--- config.mk ---
export PLATFORM = sky130hd
export DESIGN_NAME = modular_arithmetic_unit_core_flat
export DESIGN_NICKNAME = d
export VERILOG_FILES = /design/src/hdl/mau_pkg.sv /design/src/hdl/mau_req_if.sv /design/src/hdl/mau_rsp_if.sv /design/src/hdl/mau_mulmod.sv /design/src/hdl/modular_arithmetic_unit_core.sv /design/src/flat_wrapper.sv
export SDC_FILE = /design/constraint.sdc
export NUM_CORES = 2
export LEC_CHECK = 0
export BUFFER_PORTS_ARGS = -buffer_cell sky130_fd_sc_hd__buf_2
export CORE_MARGIN = 5
export CORE_UTILIZATION = 60
export DETAILED_ROUTE_END_ITERATION = 10
export PLACE_DENSITY = 0.77
export SYNTH_ARGS = -nofsm -noshare
export SYNTH_HDL_FRONTEND = slang
export SYNTH_SLANG_ARGS = --single-unit
--- constraint.sdc ---
create_clock -name clk -period 16.8 [get_ports clk]
set_input_delay 0.84 -clock clk [delete_from_list [all_inputs] [get_ports clk]]
set_output_delay 0.84 -clock clk [all_outputs]
set_load 0.05 [all_outputs]
--- src/hdl/mau_pkg.sv ---
// ----------------------------------------------------------------------------
// mau_pkg
// Shared widths, operation codes and controller states of the modular
// arithmetic unit.
// ----------------------------------------------------------------------------
package mau_pkg;

    localparam int RES_W = 31;
    localparam int EXP_W = 63;
    localparam int RAW_W = 64;
    localparam int OP_W  = 3;
    localparam int CNT_W = 7;

    localparam logic [RES_W-1:0] MODULUS_RESET = 31'd1000000007;

    typedef enum logic [OP_W-1:0] {
        OP_REDUCE = 3'd0,
        OP_ADD    = 3'd1,
        OP_SUB    = 3'd2,
        OP_MUL    = 3'd3,
        OP_DIV    = 3'd4,
        OP_NEG    = 3'd5,
        OP_POW    = 3'd6,
        OP_EQUAL  = 3'd7
    } op_t;

    typedef enum logic [3:0] {
        S_IDLE,
        S_RED_A,
        S_RED_B,
        S_RED_RAW,
        S_DISPATCH,
        S_EUC,
        S_EUC_FIX,
        S_MUL,
        S_POW,
        S_POW_ACC,
        S_POW_SQ,
        S_OUT
    } state_t;

endpackage

--- src/hdl/mau_req_if.sv ---
// ----------------------------------------------------------------------------
// mau_req_if
// Request channel: one operation and its operands per beat.
// ----------------------------------------------------------------------------
interface mau_req_if;
    logic                                  valid;
    logic                                  ready;
    logic [mau_pkg::OP_W-1:0]              op;
    logic [mau_pkg::RES_W-1:0]             operand_a;
    logic [mau_pkg::RES_W-1:0]             operand_b;
    logic [mau_pkg::EXP_W-1:0]             exponent;
    logic signed [mau_pkg::RAW_W-1:0]      raw_value;

    modport source (output valid, op, operand_a, operand_b, exponent, raw_value,
                    input ready);
    modport sink   (input valid, op, operand_a, operand_b, exponent, raw_value,
                    output ready);
endinterface

--- src/hdl/mau_rsp_if.sv ---
// ----------------------------------------------------------------------------
// mau_rsp_if
// Response channel: one residue and one equality flag per beat.
// ----------------------------------------------------------------------------
interface mau_rsp_if;
    logic                      valid;
    logic                      ready;
    logic [mau_pkg::RES_W-1:0] result;
    logic                      is_equal;

    modport source (output valid, result, is_equal, input ready);
    modport sink   (input valid, result, is_equal, output ready);
endinterface

--- src/hdl/mau_mulmod.sv ---
// ----------------------------------------------------------------------------
// mau_mulmod
// Bit-serial modular multiplier: one multiplier bit per cycle, MSB first,
// with a doubling and an add each reduced by one compare and subtract.
// ----------------------------------------------------------------------------
module mau_mulmod
(
    input  logic                      clk,
    input  logic                      rst_n,
    input  logic                      start,
    input  logic [mau_pkg::RES_W-1:0] x,
    input  logic [mau_pkg::RES_W-1:0] y,
    input  logic [mau_pkg::RES_W-1:0] modulus,
    output logic                      done,
    output logic [mau_pkg::RES_W-1:0] prod
);

    localparam int CW = $clog2(mau_pkg::RES_W);

    logic                      busy_reg;
    logic                      done_reg;
    logic [CW-1:0]             cnt_reg;
    logic [mau_pkg::RES_W-1:0] acc_reg;
    logic [mau_pkg::RES_W-1:0] x_reg;
    logic [mau_pkg::RES_W-1:0] y_reg;

    logic [mau_pkg::RES_W:0]   dbl;
    logic [mau_pkg::RES_W:0]   dbl_red;
    logic [mau_pkg::RES_W:0]   add;
    logic [mau_pkg::RES_W:0]   acc_next;
    logic [mau_pkg::RES_W:0]   m_ext;

    always_comb
    begin
        m_ext    = {1'b0, modulus};
        dbl      = {acc_reg, 1'b0};
        dbl_red  = (dbl >= m_ext) ? dbl - m_ext : dbl;
        add      = dbl_red + (y_reg[mau_pkg::RES_W-1] ? {1'b0, x_reg} : '0);
        acc_next = (add >= m_ext) ? add - m_ext : add;
    end

    always_ff @(posedge clk or negedge rst_n)
    begin
        if (!rst_n)
        begin
            busy_reg <= 1'b0;
            done_reg <= 1'b0;
        end
        else
        begin
            done_reg <= 1'b0;
            if (start)
            begin
                busy_reg <= 1'b1;
            end
            else if (busy_reg && cnt_reg == '0)
            begin
                busy_reg <= 1'b0;
                done_reg <= 1'b1;
            end
        end
    end

    always_ff @(posedge clk)
    begin
        if (start)
        begin
            acc_reg <= '0;
            x_reg   <= x;
            y_reg   <= y;
            cnt_reg <= CW'(mau_pkg::RES_W - 1);
        end
        else if (busy_reg)
        begin
            acc_reg <= acc_next[mau_pkg::RES_W-1:0];
            y_reg   <= {y_reg[mau_pkg::RES_W-2:0], 1'b0};
            cnt_reg <= cnt_reg - 1'b1;
        end
    end

    assign done = done_reg;
    assign prod = acc_reg;

endmodule

--- src/hdl/modular_arithmetic_unit_core.sv ---
// ----------------------------------------------------------------------------
// modular_arithmetic_unit_core
// Modular arithmetic unit over a programmable modulus, built around a
// bit-serial reducer, a bit-serial Euclid divider and a serial multiplier.
// ----------------------------------------------------------------------------
//
//  Channel  Direction  Payload                                      Handshake
//  req      in         op, operand_a, operand_b, exponent, raw_value valid/ready
//  rsp      out        result, is_equal                             valid/ready
//  cfg      in         cfg_wr_data (modulus)                        cfg_wr_en
//
// One request is worked on at a time; a modulus below 2 sends it straight to
// the output. Reducing a raw value shifts its 64-bit magnitude in one bit at a
// time. Other operations first reduce both operands the same way, then add,
// subtract, negate and equal finish in the dispatch state, multiply runs one
// serial multiply, divide runs the Euclid loop at one quotient bit per cycle
// within a step (about 45 steps at most) followed by one multiply, and power
// spends one squaring per exponent bit up to the highest set bit, plus one
// more multiply for each set bit. All multiplies share the serial multiplier.
// Reset is asynchronous and loads the modulus with 1000000007. The finished
// result moves into an output register, so a stalled response does not hold
// up the next request except when a second result is ready before the first
// one is taken.
// ----------------------------------------------------------------------------
module modular_arithmetic_unit_core
(
    input  logic                      clk,
    input  logic                      rst_n,
    input  logic                      cfg_wr_en,
    input  logic [mau_pkg::RES_W-1:0] cfg_wr_data,
    mau_req_if.sink                   req,
    mau_rsp_if.source                 rsp
);

    localparam int W = mau_pkg::RES_W;

    mau_pkg::state_t state_reg;
    mau_pkg::state_t state_next;

    logic [W-1:0]                  modulus_reg;

    // Request and working registers.
    mau_pkg::op_t                  op_reg;
    logic [W-1:0]                  a_reg;
    logic [W-1:0]                  b_reg;
    logic [mau_pkg::EXP_W-1:0]     exp_reg;
    logic [mau_pkg::RAW_W-1:0]     sh_reg;
    logic [W-1:0]                  rem_reg;
    logic [mau_pkg::CNT_W-1:0]     cnt_reg;
    logic                          neg_reg;

    // Extended Euclid state: remainders, shifted divisor, coefficients.
    logic [W-1:0]                  ea_reg;
    logic [W-1:0]                  eb_reg;
    logic [2*W-2:0]                bs_reg;
    logic signed [W+2:0]           tv_reg;
    logic signed [W+2:0]           u_reg;
    logic signed [W+2:0]           v_reg;

    // Square-and-multiply state.
    logic [W-1:0]                  acc_reg;
    logic [W-1:0]                  base_reg;

    logic [W-1:0]                  res_reg;
    logic                          eq_reg;

    logic                          out_valid_reg;
    logic [W-1:0]                  out_res_reg;
    logic                          out_eq_reg;

    // Combinational values.
    logic                          accept;
    logic                          m_small;
    logic                          cnt_last;
    logic                          out_load;
    logic [W:0]                    m_ext;
    logic [W:0]                    red_t;
    logic [W-1:0]                  red_rem;
    logic [W-1:0]                  raw_res;
    logic [mau_pkg::RAW_W-1:0]     raw_mag;
    logic                          div_ge;
    logic [W-1:0]                  div_rem;
    logic signed [W+2:0]           div_tv;
    logic signed [W+2:0]           m_sgn;
    logic signed [W+2:0]           coef_full;
    logic [W-1:0]                  coef;
    logic [W:0]                    sum;
    logic [W-1:0]                  add_res;
    logic [W:0]                    diff;
    logic [W-1:0]                  sub_res;
    logic [W-1:0]                  neg_res;

    logic                          mul_start;
    logic [W-1:0]                  mul_x;
    logic [W-1:0]                  mul_y;
    logic                          mul_done;
    logic [W-1:0]                  mul_prod;

    mau_mulmod u_mulmod
    (
        .clk     (clk),
        .rst_n   (rst_n),
        .start   (mul_start),
        .x       (mul_x),
        .y       (mul_y),
        .modulus (modulus_reg),
        .done    (mul_done),
        .prod    (mul_prod)
    );

    // Datapath arithmetic.
    always_comb
    begin
        accept   = req.valid && req.ready;
        m_small  = modulus_reg < W'(2);
        cnt_last = cnt_reg == mau_pkg::CNT_W'(1);
        m_ext    = {1'b0, modulus_reg};

        // One step of restoring reduction: shift in the next bit, subtract once.
        red_t    = {rem_reg, sh_reg[mau_pkg::RAW_W-1]};
        red_rem  = (red_t >= m_ext) ? W'(red_t - m_ext) : red_t[W-1:0];
        raw_res  = !neg_reg ? red_rem
                 : (red_rem != '0) ? W'(m_ext - {1'b0, red_rem}) : '0;
        raw_mag  = req.raw_value[mau_pkg::RAW_W-1] ? (~req.raw_value + 1'b1)
                                                   : req.raw_value;

        // One quotient bit of the Euclid step, with t*v built MSB first.
        div_ge   = bs_reg <= {{(W-1){1'b0}}, ea_reg};
        div_rem  = div_ge ? W'(ea_reg - bs_reg[W-1:0]) : ea_reg;
        div_tv   = {tv_reg[W+1:0], 1'b0} + (div_ge ? v_reg : '0);

        // Coefficient folded into 0..m-1 the way a truncating remainder does.
        m_sgn     = {3'b000, modulus_reg};
        coef_full = (u_reg == m_sgn || u_reg == -m_sgn) ? '0
                  : (u_reg < 0) ? u_reg + m_sgn : u_reg;
        coef      = coef_full[W-1:0];

        sum      = {1'b0, a_reg} + {1'b0, b_reg};
        add_res  = (sum >= m_ext) ? W'(sum - m_ext) : sum[W-1:0];
        diff     = (a_reg >= b_reg) ? {1'b0, a_reg} - {1'b0, b_reg}
                                    : {1'b0, a_reg} + m_ext - {1'b0, b_reg};
        sub_res  = diff[W-1:0];
        neg_res  = (a_reg != '0) ? W'(m_ext - {1'b0, a_reg}) : '0;
    end

    // Next state.
    always_comb
    begin
        state_next = state_reg;
        case (state_reg)
            mau_pkg::S_IDLE:
            begin
                if (accept)
                begin
                    if (m_small)
                        state_next = mau_pkg::S_OUT;
                    else if (req.op == mau_pkg::OP_REDUCE)
                        state_next = mau_pkg::S_RED_RAW;
                    else
                        state_next = mau_pkg::S_RED_A;
                end
            end
            mau_pkg::S_RED_A:
            begin
                if (cnt_last)
                    state_next = mau_pkg::S_RED_B;
            end
            mau_pkg::S_RED_B:
            begin
                if (cnt_last)
                    state_next = mau_pkg::S_DISPATCH;
            end
            mau_pkg::S_RED_RAW:
            begin
                if (cnt_last)
                    state_next = mau_pkg::S_OUT;
            end
            mau_pkg::S_DISPATCH:
            begin
                case (op_reg)
                    mau_pkg::OP_MUL: state_next = mau_pkg::S_MUL;
                    mau_pkg::OP_DIV: state_next = mau_pkg::S_EUC;
                    mau_pkg::OP_POW: state_next = mau_pkg::S_POW;
                    default:         state_next = mau_pkg::S_OUT;
                endcase
            end
            mau_pkg::S_EUC:
            begin
                if (cnt_reg == '0 && eb_reg == '0)
                    state_next = mau_pkg::S_EUC_FIX;
            end
            mau_pkg::S_EUC_FIX:
            begin
                state_next = mau_pkg::S_MUL;
            end
            mau_pkg::S_MUL:
            begin
                if (mul_done)
                    state_next = mau_pkg::S_OUT;
            end
            mau_pkg::S_POW:
            begin
                if (exp_reg == '0)
                    state_next = mau_pkg::S_OUT;
                else if (exp_reg[0])
                    state_next = mau_pkg::S_POW_ACC;
                else
                    state_next = mau_pkg::S_POW_SQ;
            end
            mau_pkg::S_POW_ACC:
            begin
                if (mul_done)
                    state_next = mau_pkg::S_POW_SQ;
            end
            mau_pkg::S_POW_SQ:
            begin
                if (mul_done)
                    state_next = mau_pkg::S_POW;
            end
            mau_pkg::S_OUT:
            begin
                if (out_load)
                    state_next = mau_pkg::S_IDLE;
            end
            default:
            begin
                state_next = mau_pkg::S_IDLE;
            end
        endcase
    end

    // Controller outputs: handshake and multiplier launches.
    always_comb
    begin
        req.ready = state_reg == mau_pkg::S_IDLE;
        out_load  = (state_reg == mau_pkg::S_OUT) && (!out_valid_reg || rsp.ready);
        mul_start = 1'b0;
        mul_x     = a_reg;
        mul_y     = b_reg;
        case (state_reg)
            mau_pkg::S_DISPATCH:
            begin
                mul_start = op_reg == mau_pkg::OP_MUL;
            end
            mau_pkg::S_EUC_FIX:
            begin
                mul_start = 1'b1;
                mul_y     = coef;
            end
            mau_pkg::S_POW:
            begin
                mul_start = exp_reg != '0;
                mul_x     = exp_reg[0] ? acc_reg : base_reg;
                mul_y     = base_reg;
            end
            mau_pkg::S_POW_ACC:
            begin
                mul_start = mul_done;
                mul_x     = base_reg;
                mul_y     = base_reg;
            end
            default:
            begin
                mul_start = 1'b0;
            end
        endcase
    end

    // Control registers.
    always_ff @(posedge clk or negedge rst_n)
    begin
        if (!rst_n)
        begin
            state_reg     <= mau_pkg::S_IDLE;
            modulus_reg   <= mau_pkg::MODULUS_RESET;
            out_valid_reg <= 1'b0;
        end
        else
        begin
            state_reg <= state_next;
            if (cfg_wr_en)
                modulus_reg <= cfg_wr_data;
            if (out_load)
                out_valid_reg <= 1'b1;
            else if (rsp.ready)
                out_valid_reg <= 1'b0;
        end
    end

    // Datapath registers.
    always_ff @(posedge clk)
    begin
        if (out_load)
        begin
            out_res_reg <= res_reg;
            out_eq_reg  <= eq_reg;
        end
        case (state_reg)
            mau_pkg::S_IDLE:
            begin
                if (accept)
                begin
                    op_reg  <= mau_pkg::op_t'(req.op);
                    a_reg   <= req.operand_a;
                    b_reg   <= req.operand_b;
                    exp_reg <= req.exponent;
                    res_reg <= '0;
                    eq_reg  <= m_small && (req.op == mau_pkg::OP_EQUAL)
                               && (req.operand_a == req.operand_b);
                    rem_reg <= '0;
                    neg_reg <= req.raw_value[mau_pkg::RAW_W-1];
                    if (req.op == mau_pkg::OP_REDUCE)
                    begin
                        sh_reg  <= raw_mag;
                        cnt_reg <= mau_pkg::CNT_W'(mau_pkg::RAW_W);
                    end
                    else
                    begin
                        sh_reg  <= {req.operand_a, {(mau_pkg::RAW_W-W){1'b0}}};
                        cnt_reg <= mau_pkg::CNT_W'(W);
                    end
                end
            end
            mau_pkg::S_RED_A, mau_pkg::S_RED_B, mau_pkg::S_RED_RAW:
            begin
                if (cnt_last && state_reg == mau_pkg::S_RED_A)
                begin
                    // Operand a is done; load operand b for the next pass.
                    a_reg   <= red_rem;
                    sh_reg  <= {b_reg, {(mau_pkg::RAW_W-W){1'b0}}};
                    rem_reg <= '0;
                    cnt_reg <= mau_pkg::CNT_W'(W);
                end
                else
                begin
                    rem_reg <= red_rem;
                    sh_reg  <= {sh_reg[mau_pkg::RAW_W-2:0], 1'b0};
                    cnt_reg <= cnt_reg - 1'b1;
                    if (cnt_last)
                    begin
                        if (state_reg == mau_pkg::S_RED_B)
                            b_reg <= red_rem;
                        else
                            res_reg <= raw_res;
                    end
                end
            end
            mau_pkg::S_DISPATCH:
            begin
                case (op_reg)
                    mau_pkg::OP_ADD:   res_reg <= add_res;
                    mau_pkg::OP_SUB:   res_reg <= sub_res;
                    mau_pkg::OP_NEG:   res_reg <= neg_res;
                    mau_pkg::OP_EQUAL: eq_reg  <= a_reg == b_reg;
                    mau_pkg::OP_DIV:
                    begin
                        ea_reg  <= b_reg;
                        eb_reg  <= modulus_reg;
                        u_reg   <= (W+3)'(1);
                        v_reg   <= '0;
                        cnt_reg <= '0;
                    end
                    mau_pkg::OP_POW:
                    begin
                        acc_reg  <= W'(1);
                        base_reg <= a_reg;
                    end
                    default:
                    begin
                        res_reg <= res_reg;
                    end
                endcase
            end
            mau_pkg::S_EUC:
            begin
                if (cnt_reg == '0)
                begin
                    if (eb_reg != '0)
                    begin
                        bs_reg  <= {eb_reg, {(W-1){1'b0}}};
                        tv_reg  <= '0;
                        cnt_reg <= mau_pkg::CNT_W'(W);
                    end
                end
                else
                begin
                    bs_reg  <= bs_reg >> 1;
                    tv_reg  <= div_tv;
                    cnt_reg <= cnt_reg - 1'b1;
                    if (cnt_last)
                    begin
                        // End of one Euclid step: rotate remainders and coefficients.
                        ea_reg <= eb_reg;
                        eb_reg <= div_rem;
                        u_reg  <= v_reg;
                        v_reg  <= u_reg - div_tv;
                    end
                    else
                    begin
                        ea_reg <= div_rem;
                    end
                end
            end
            mau_pkg::S_MUL:
            begin
                if (mul_done)
                    res_reg <= mul_prod;
            end
            mau_pkg::S_POW:
            begin
                if (exp_reg == '0)
                    res_reg <= acc_reg;
            end
            mau_pkg::S_POW_ACC:
            begin
                if (mul_done)
                    acc_reg <= mul_prod;
            end
            mau_pkg::S_POW_SQ:
            begin
                if (mul_done)
                begin
                    base_reg <= mul_prod;
                    exp_reg  <= exp_reg >> 1;
                end
            end
            default:
            begin
                res_reg <= res_reg;
            end
        endcase
    end

    assign rsp.valid    = out_valid_reg;
    assign rsp.result   = out_res_reg;
    assign rsp.is_equal = out_eq_reg;

    // An accepted request always leaves the idle state.
    a_accept_leaves_idle: assert property (@(posedge clk) disable iff (!rst_n)
        accept |=> state_reg != mau_pkg::S_IDLE)
        else $error("request accepted but controller stayed idle");

    // The multiplier only reports completion while the controller waits on it.
    a_mul_done_expected: assert property (@(posedge clk) disable iff (!rst_n)
        mul_done |-> (state_reg == mau_pkg::S_MUL || state_reg == mau_pkg::S_POW_ACC
                      || state_reg == mau_pkg::S_POW_SQ))
        else $error("multiplier finished outside a multiply wait");

    // An equality hit never carries a nonzero residue.
    a_equal_zero_result: assert property (@(posedge clk) disable iff (!rst_n)
        rsp.valid && rsp.is_equal |-> rsp.result == '0)
        else $error("equal response with nonzero result");

    // Delivered residues lie below the modulus when it is 2 or more.
    a_result_in_range: assert property (@(posedge clk) disable iff (!rst_n)
        rsp.valid && !m_small |-> rsp.result < modulus_reg)
        else $error("result not reduced below modulus");

endmodule

--- src/flat_wrapper.sv ---
// flat-port wrapper written by rule: the top's interface ports become plain ports
module modular_arithmetic_unit_core_flat 
  (clk, rst_n, cfg_wr_en, cfg_wr_data, req_valid, req_op, req_operand_a, req_operand_b, req_exponent, req_raw_value, req_ready, rsp_valid, rsp_result, rsp_is_equal, rsp_ready);
  mau_req_if req_i ();
  mau_rsp_if rsp_i ();
  input  logic clk;
  input  logic rst_n;
  input  logic cfg_wr_en;
  input  logic [mau_pkg::RES_W-1:0] cfg_wr_data;
  input wire logic [$bits(req_i.valid)-1:0] req_valid;
  input wire logic [$bits(req_i.op)-1:0] req_op;
  input wire logic [$bits(req_i.operand_a)-1:0] req_operand_a;
  input wire logic [$bits(req_i.operand_b)-1:0] req_operand_b;
  input wire logic [$bits(req_i.exponent)-1:0] req_exponent;
  input wire logic [$bits(req_i.raw_value)-1:0] req_raw_value;
  output wire logic [$bits(req_i.ready)-1:0] req_ready;
  output wire logic [$bits(rsp_i.valid)-1:0] rsp_valid;
  output wire logic [$bits(rsp_i.result)-1:0] rsp_result;
  output wire logic [$bits(rsp_i.is_equal)-1:0] rsp_is_equal;
  input wire logic [$bits(rsp_i.ready)-1:0] rsp_ready;
  assign req_i.valid = req_valid;
  assign req_i.op = req_op;
  assign req_i.operand_a = req_operand_a;
  assign req_i.operand_b = req_operand_b;
  assign req_i.exponent = req_exponent;
  assign req_i.raw_value = req_raw_value;
  assign req_ready = req_i.ready;
  assign rsp_valid = rsp_i.valid;
  assign rsp_result = rsp_i.result;
  assign rsp_is_equal = rsp_i.is_equal;
  assign rsp_i.ready = rsp_ready;
  modular_arithmetic_unit_core u_core (.clk(clk), .rst_n(rst_n), .cfg_wr_en(cfg_wr_en), .cfg_wr_data(cfg_wr_data), .req(req_i), .rsp(rsp_i));
endmodule
**Word-level counts from Yosys, hierarchy flattened**

Index checks and enable logic that the tools add are counted.

- Register bits after elaboration: 717
- Input bits: 228
- Output and inout bits: 34
- Word-level logic and storage cells: 252

- $add $sub $neg: 19
- $lt $le $gt $ge: 8
- Eq/ne operators: 47
- Multiplexer cells: 100
- Bitwise gates (word level): 1
- Reductions and logical operators: 47

Operator list:

| cell | number |
|---|---|
| $mux W31 | 35 |
| $pmux W31 S2 | 9 |
| $mux W64 | 4 |
| $sub A31 B31 Y31 | 8 |
| $mux W34 | 7 |
| $pmux W31 S5 | 1 |
| $pmux W34 S2 | 2 |
| $ge A32 B31 Y1 | 4 |
| $pmux W64 S2 | 1 |
| $mux W63 | 2 |
| $pmux W63 S2 | 1 |
| $pmux W31 S3 | 1 |
| $reduce_bool A31 Y1 | 3 |
| $mux W33 | 2 |
| $add A64 B1 Y64 const B | 1 |
| $not A64 Y64 | 1 |
| $logic_not A63 Y1 | 1 |
| $reduce_bool A63 Y1 | 1 |
| $add A31 B31 Y31 | 2 |
| $eq A31 B31 Y1 | 2 |
| $le A61 B31 Y1 | 1 |
| $mux W61 | 1 |
| $mux W60 | 1 |
| $pmux W4 S12 | 1 |
| 53 further kinds | 130 |

**Depth between registers and ports, before layout**

- Depth after elaboration: 9
- Gate-level depth with buffers: 39
- Gate-level depth less buffers: 35

**By module**

A second synthesis with hierarchy kept.

- Cell total of the unflattened synthesis: 6520
- Area, all modules: 58981.6 um^2

By module, submodules not included:

| module | times used | cells an instance | area an instance (um^2) |
|---|---|---|---|
| modular_arithmetic_unit_core | 1 | 5435 | 49628.8 |
| mau_mulmod | 1 | 1085 | 9352.7 |

**Worst setup path after synthesis**

No wires, ideal clock.

- Path type: reg-to-reg
- Start point: reg u_core.state_reg[0]
- End point: reg u_core.eb_reg[0], enable pin
- Setup time: 0.468 ns
- Data arrival time: 8.926 ns
- Data required time: 16.332 ns
- Setup slack: 7.406 ns
- Cell stages (with the launch flop): 8
- Cells stage by stage: dfrtp_1 clkbuf_1 nor2_1 nand2_1 clkbuf_1 nor2_1 a2111oi_0 and2_1

- Cells in the longest elaborated chain, start to end: 3

Ends and longest elaborated chain:

| what | line | RTL |
|---|---|---|
| start: declaration | modular_arithmetic_unit_core.sv:37 | `mau_pkg::state_t state_reg;` |
| start signal: assignment | modular_arithmetic_unit_core.sv:274 | `state_reg <= mau_pkg::S_IDLE;` |
| start signal: assignment | modular_arithmetic_unit_core.sv:280 | `state_reg <= state_next;` |
| $eq A4 B3 Y1 | modular_arithmetic_unit_core.sv:298 | `case (state_reg)` |
| $ne A2 B1 Y1 (no source line) (tied with other cells) | -- |  |
| $reduce_and A4 Y1 (no source line) * | -- |  |
| end signal: assignment | modular_arithmetic_unit_core.sv:358 | `eb_reg <= modulus_reg;` |
| end signal: assignment | modular_arithmetic_unit_core.sv:394 | `eb_reg <= div_rem;` |
| end: declaration | modular_arithmetic_unit_core.sv:54 | `logic [W-1:0] eb_reg;` |

Mark *: on every way between the ends. The rest lies on a longest branch, timed or not.
A chain may end at the register's enable or synchronous reset.

**Worst setup path in the final report**

- Start point: reg u_core.modulus_reg[3]
- End point: reg u_core.u_mulmod.acc_reg (netlist bit u_core.u_mulmod.prod[14])

- Cells in the longest elaborated chain, start to end: 5

Ends and longest elaborated chain:

| what | line | RTL |
|---|---|---|
| start: declaration | modular_arithmetic_unit_core.sv:40 | `logic [W-1:0] modulus_reg;` |
| start signal: assignment | modular_arithmetic_unit_core.sv:275 | `modulus_reg <= mau_pkg::MODULUS_RESET;` |
| start signal: assignment | modular_arithmetic_unit_core.sv:282 | `modulus_reg <= cfg_wr_data;` |
| $sub A32 B31 Y32 or $ge A32 B31 Y1 (tied branches) | mau_mulmod.sv:37 | `dbl_red = (dbl >= m_ext) ? dbl - m_ext : dbl;` |
| $mux W32 | mau_mulmod.sv:37 |  |
| $add A32 B31 Y32 | mau_mulmod.sv:38 | `add = dbl_red + (y_reg[mau_pkg::RES_W-1] ? {1'b0, x_reg} : '0);` |
| $sub A31 B31 Y31 or $ge A32 B31 Y1 (tied branches) | mau_mulmod.sv:39 | `acc_next = (add >= m_ext) ? add - m_ext : add;` |
| $mux W31 * | mau_mulmod.sv:39 |  |
| end signal: assignment | mau_mulmod.sv:75 | `acc_reg <= acc_next[mau_pkg::RES_W-1:0];` |
| end: declaration | mau_mulmod.sv:23 | `logic [mau_pkg::RES_W-1:0] acc_reg;` |

Marks and branches as above.

==> results.md <==
* Status: finished with violations
* Failing checks: capacitance limit
* Drt wl/cell at approximately 31 um
* Std cell rows at 115
* Chip Width at ~320 um
* First-pass GRT wire length at about 360 mm
* Post-cts hold buffer count at 0
* CTS Buf Count at 86
* Slew HR at approximately 2.1%
* Post-CTS Repair Setup Buffers at 0
* Largest net degree at the start of global routing at between 80 and 90
* Synth top area share at about a third
* Synth area leaders: edfxtp_1, ha_1, o21ai_0, xnor2_1, a21oi_1
* Final clock skew at ~0.026 ns
* CP arrival at ~9.9 ns
* Commonest non-fill, non-tap cell in the layout: edfxtp_1
* Proportion of synthesized area in mux cells at 3.206%
* Clk Latency, worst-skew pair at 0.70 ns
* Area of the multi-input gates at ~36000 sq um
* RSZ-0062 raised after global routing: no
* Worst-margin pin slew at between 1 and 1.5 ns
* Vias in the first global route at around 53000
* Met2 wire len at slightly above 100 mm
* Fin nets at around 7500
* Top sig layer: met5
* Hpwl dp at approximately 190 mm
* WP data required at roughly 17 ns
* Detailed-route wire length on metal 1 at between 90 and 100 mm
* Slowest CP cell: a211oi_1
* Antenna violations before repair at 35
* Crit path largest cell delay at 0.75 ns
* Initial Util at about three fifths
* Largest family of logic cells by synthesized area: compound AO/OA/AOI/OAI gates
* Post-Syn Nets at approximately 7300
* Ratio of cells with drive above 1 in the final layout at 10.46%
* Mapped Cells at 6564
* IO Port Bufs at approximately 260
* Reg2reg start: u_core.modulus_reg[3]
* Register bit total from synthesis at 717
* Crit path launch: u_core.modulus_reg[3]
* Total track usage at a little under half
* Remaining DRCs at 0
* I/O pin count at about 260
* Mapped Area at around 59000 sq um
* Vias per cell at 7.013
* Final Hold Viols at 0
* DR vias at about 57000
* Max_cap viols at 1
* Iteration-0 DRC Markers at ~8100
* Most used cell, CP: a21oi_1
* Area growth syn-to-layout at 9.982%
* Initial DRT Pass Iterations at 9
* Setup_tns at 0 ns
* Post-Synth XOR/XNOR Area at 7.569%
* DIE AREA at 104500 sq um
* Compound-cell area share of the yosys netlist at roughly 22%
* DRT antenna net count at 0
* Worst setup EP type: flop
* Post-Synth Adder-Cell Area at ~11%
* Yosys warning count at 0
* Worst setup SP type: flop
* Clock tree buffer depth at 3
* Avg Inst Size Synth at around 9 sq um
* Asr flop ratio synth at under 10%
* Worst-path maximum fanout at between 50 and 60
* Fmax at approximately 0.11 GHz
* Worst path top cell family by delay: compound AO/OA/AOI/OAI gates
* EDFF count, synth at between 600 and 700
* Clk sinks at slightly above 700
* WP buf/inv at 2
* Final WL at approximately 250 mm
* HP Class: in2async
* Die H at roughly 320 um
* CTS root buffer: clkbuf_16
* Pins Over Slew Limit at 0
* Synth area leader: edfxtp_1
* Crit Path Category: reg2reg
* Met3 WL at around 36 mm
* CTS tree: built
* Max reg flops at 64
* Fin crit share at around 55%
* Sequential cell area fraction in the yosys report at a little over a third
* Final core occ at about two thirds
* Most frequent cells in the layout: edfxtp_1, nand2_1, nor2_1
* Filler cells at between 7000 and 8000
* Simple-Gate Fraction of Synth Area at around 16%
* Final setup fails at 0
* Minimum clock period after layout at ~9.3 ns
* H-tree depth at 3
* Storage cell area at roughly 21000 sq um
* Core Footprint at approximately 98000 sq um
* Final Wtd Congestion at approximately 1.1
* GRT Residual Overflow at 0
* Resize count post-CTS at 0
* Cell variety after synth at 93
* CTS clk-pin slew, worst paths at ~0.060 ns
* Main flop type after synthesis: edfxtp_1
==> area by class of cell <==
cell class / instances / area share, %
timing repair buffer: 378 / 3.372
sequential: 717 / 32.42
multi-input combinational: 5180 / 54.94
tap: 1287 / 2.486
inverter: 381 / 2.214
antenna: 29 / 0.1120
clock inverter: 52 / 0.8460
clock buffer: 108 / 3.606
==> per-layer routing <==
metal / GRT usage, % / up-vias
met3: 16.42 / 1016
li1: - / 24680
met2: 66.10 / 4437
met4: 32.86 / 18
met5: 0 / -
met1: 57.82 / 26880
==> cell families (layout without fill, tap and decap cells) <==
logic type,Yosys count,count (layout)
other,0,29
AND/OR/NAND/NOR,1989,1989
AO/OA/AOI/OAI,1992,1992
buffers and inverters,667,919
flip-flops,717,717
multiplexers,179,179
XOR/XNOR,509,509
adder cells (fa/ha/maj),511,511
==> metrics by stage <==
stage               area, sq um  hold WS (ns)  setup slack (ns)  std cells
CTS                       64710        0.2797             7.736       8103
detailed placement        61820        0.4052             7.811       7943
global placement          61820        0.4007             7.921       7943
finish                    64780        0.3153             7.512       8132
floorplan                 58900        0.4003             7.406       6564
global route              64740        0.3515             6.899       8116
==> worst register-to-register path, delay by kind of cell (launching register included) <==
family                     cells  cell delay (ns)
muxes                          2             0.54
AOI/OAI and AO/OA             15             4.53
DFF                            1             0.67
and+or+nand+nor                8             1.25
adders and majority gates      3             1.03
xor gates and xnor gates       1             0.18
buffers and inverters          2             1.01
==> worst paths after layout <==
kind,to,slack (ns),cells past startpoint
worst max register to register,u_core.u_mulmod.prod[14],7.51,31
worst min register to register,u_core.rsp.result[13],0.42,0
min in group clk,u_core.modulus_reg[2],0.40,3
max in group asynchronous,u_core.u_mulmod.busy_reg,15.83,2
worst max-delay path,u_core.u_mulmod.prod[14],7.51,31
worst min-delay path,u_core.modulus_reg[3],0.32,2
==> cells in the mapped netlist (all sizes together) (104+ instances only) <==
cell and number:
a21o 181, a21oi 502, and3 104, clkbuf 260, edfxtp 643, ha 467
inv 381, nand2 584, nor2 573, nor3 109, o21a 104, o21ai 514
xnor2 291, xor2 218
Power is left out: the tool's default activity adds up to more than one toggle a clock period on the data nets, which glitch-free logic cannot reach.
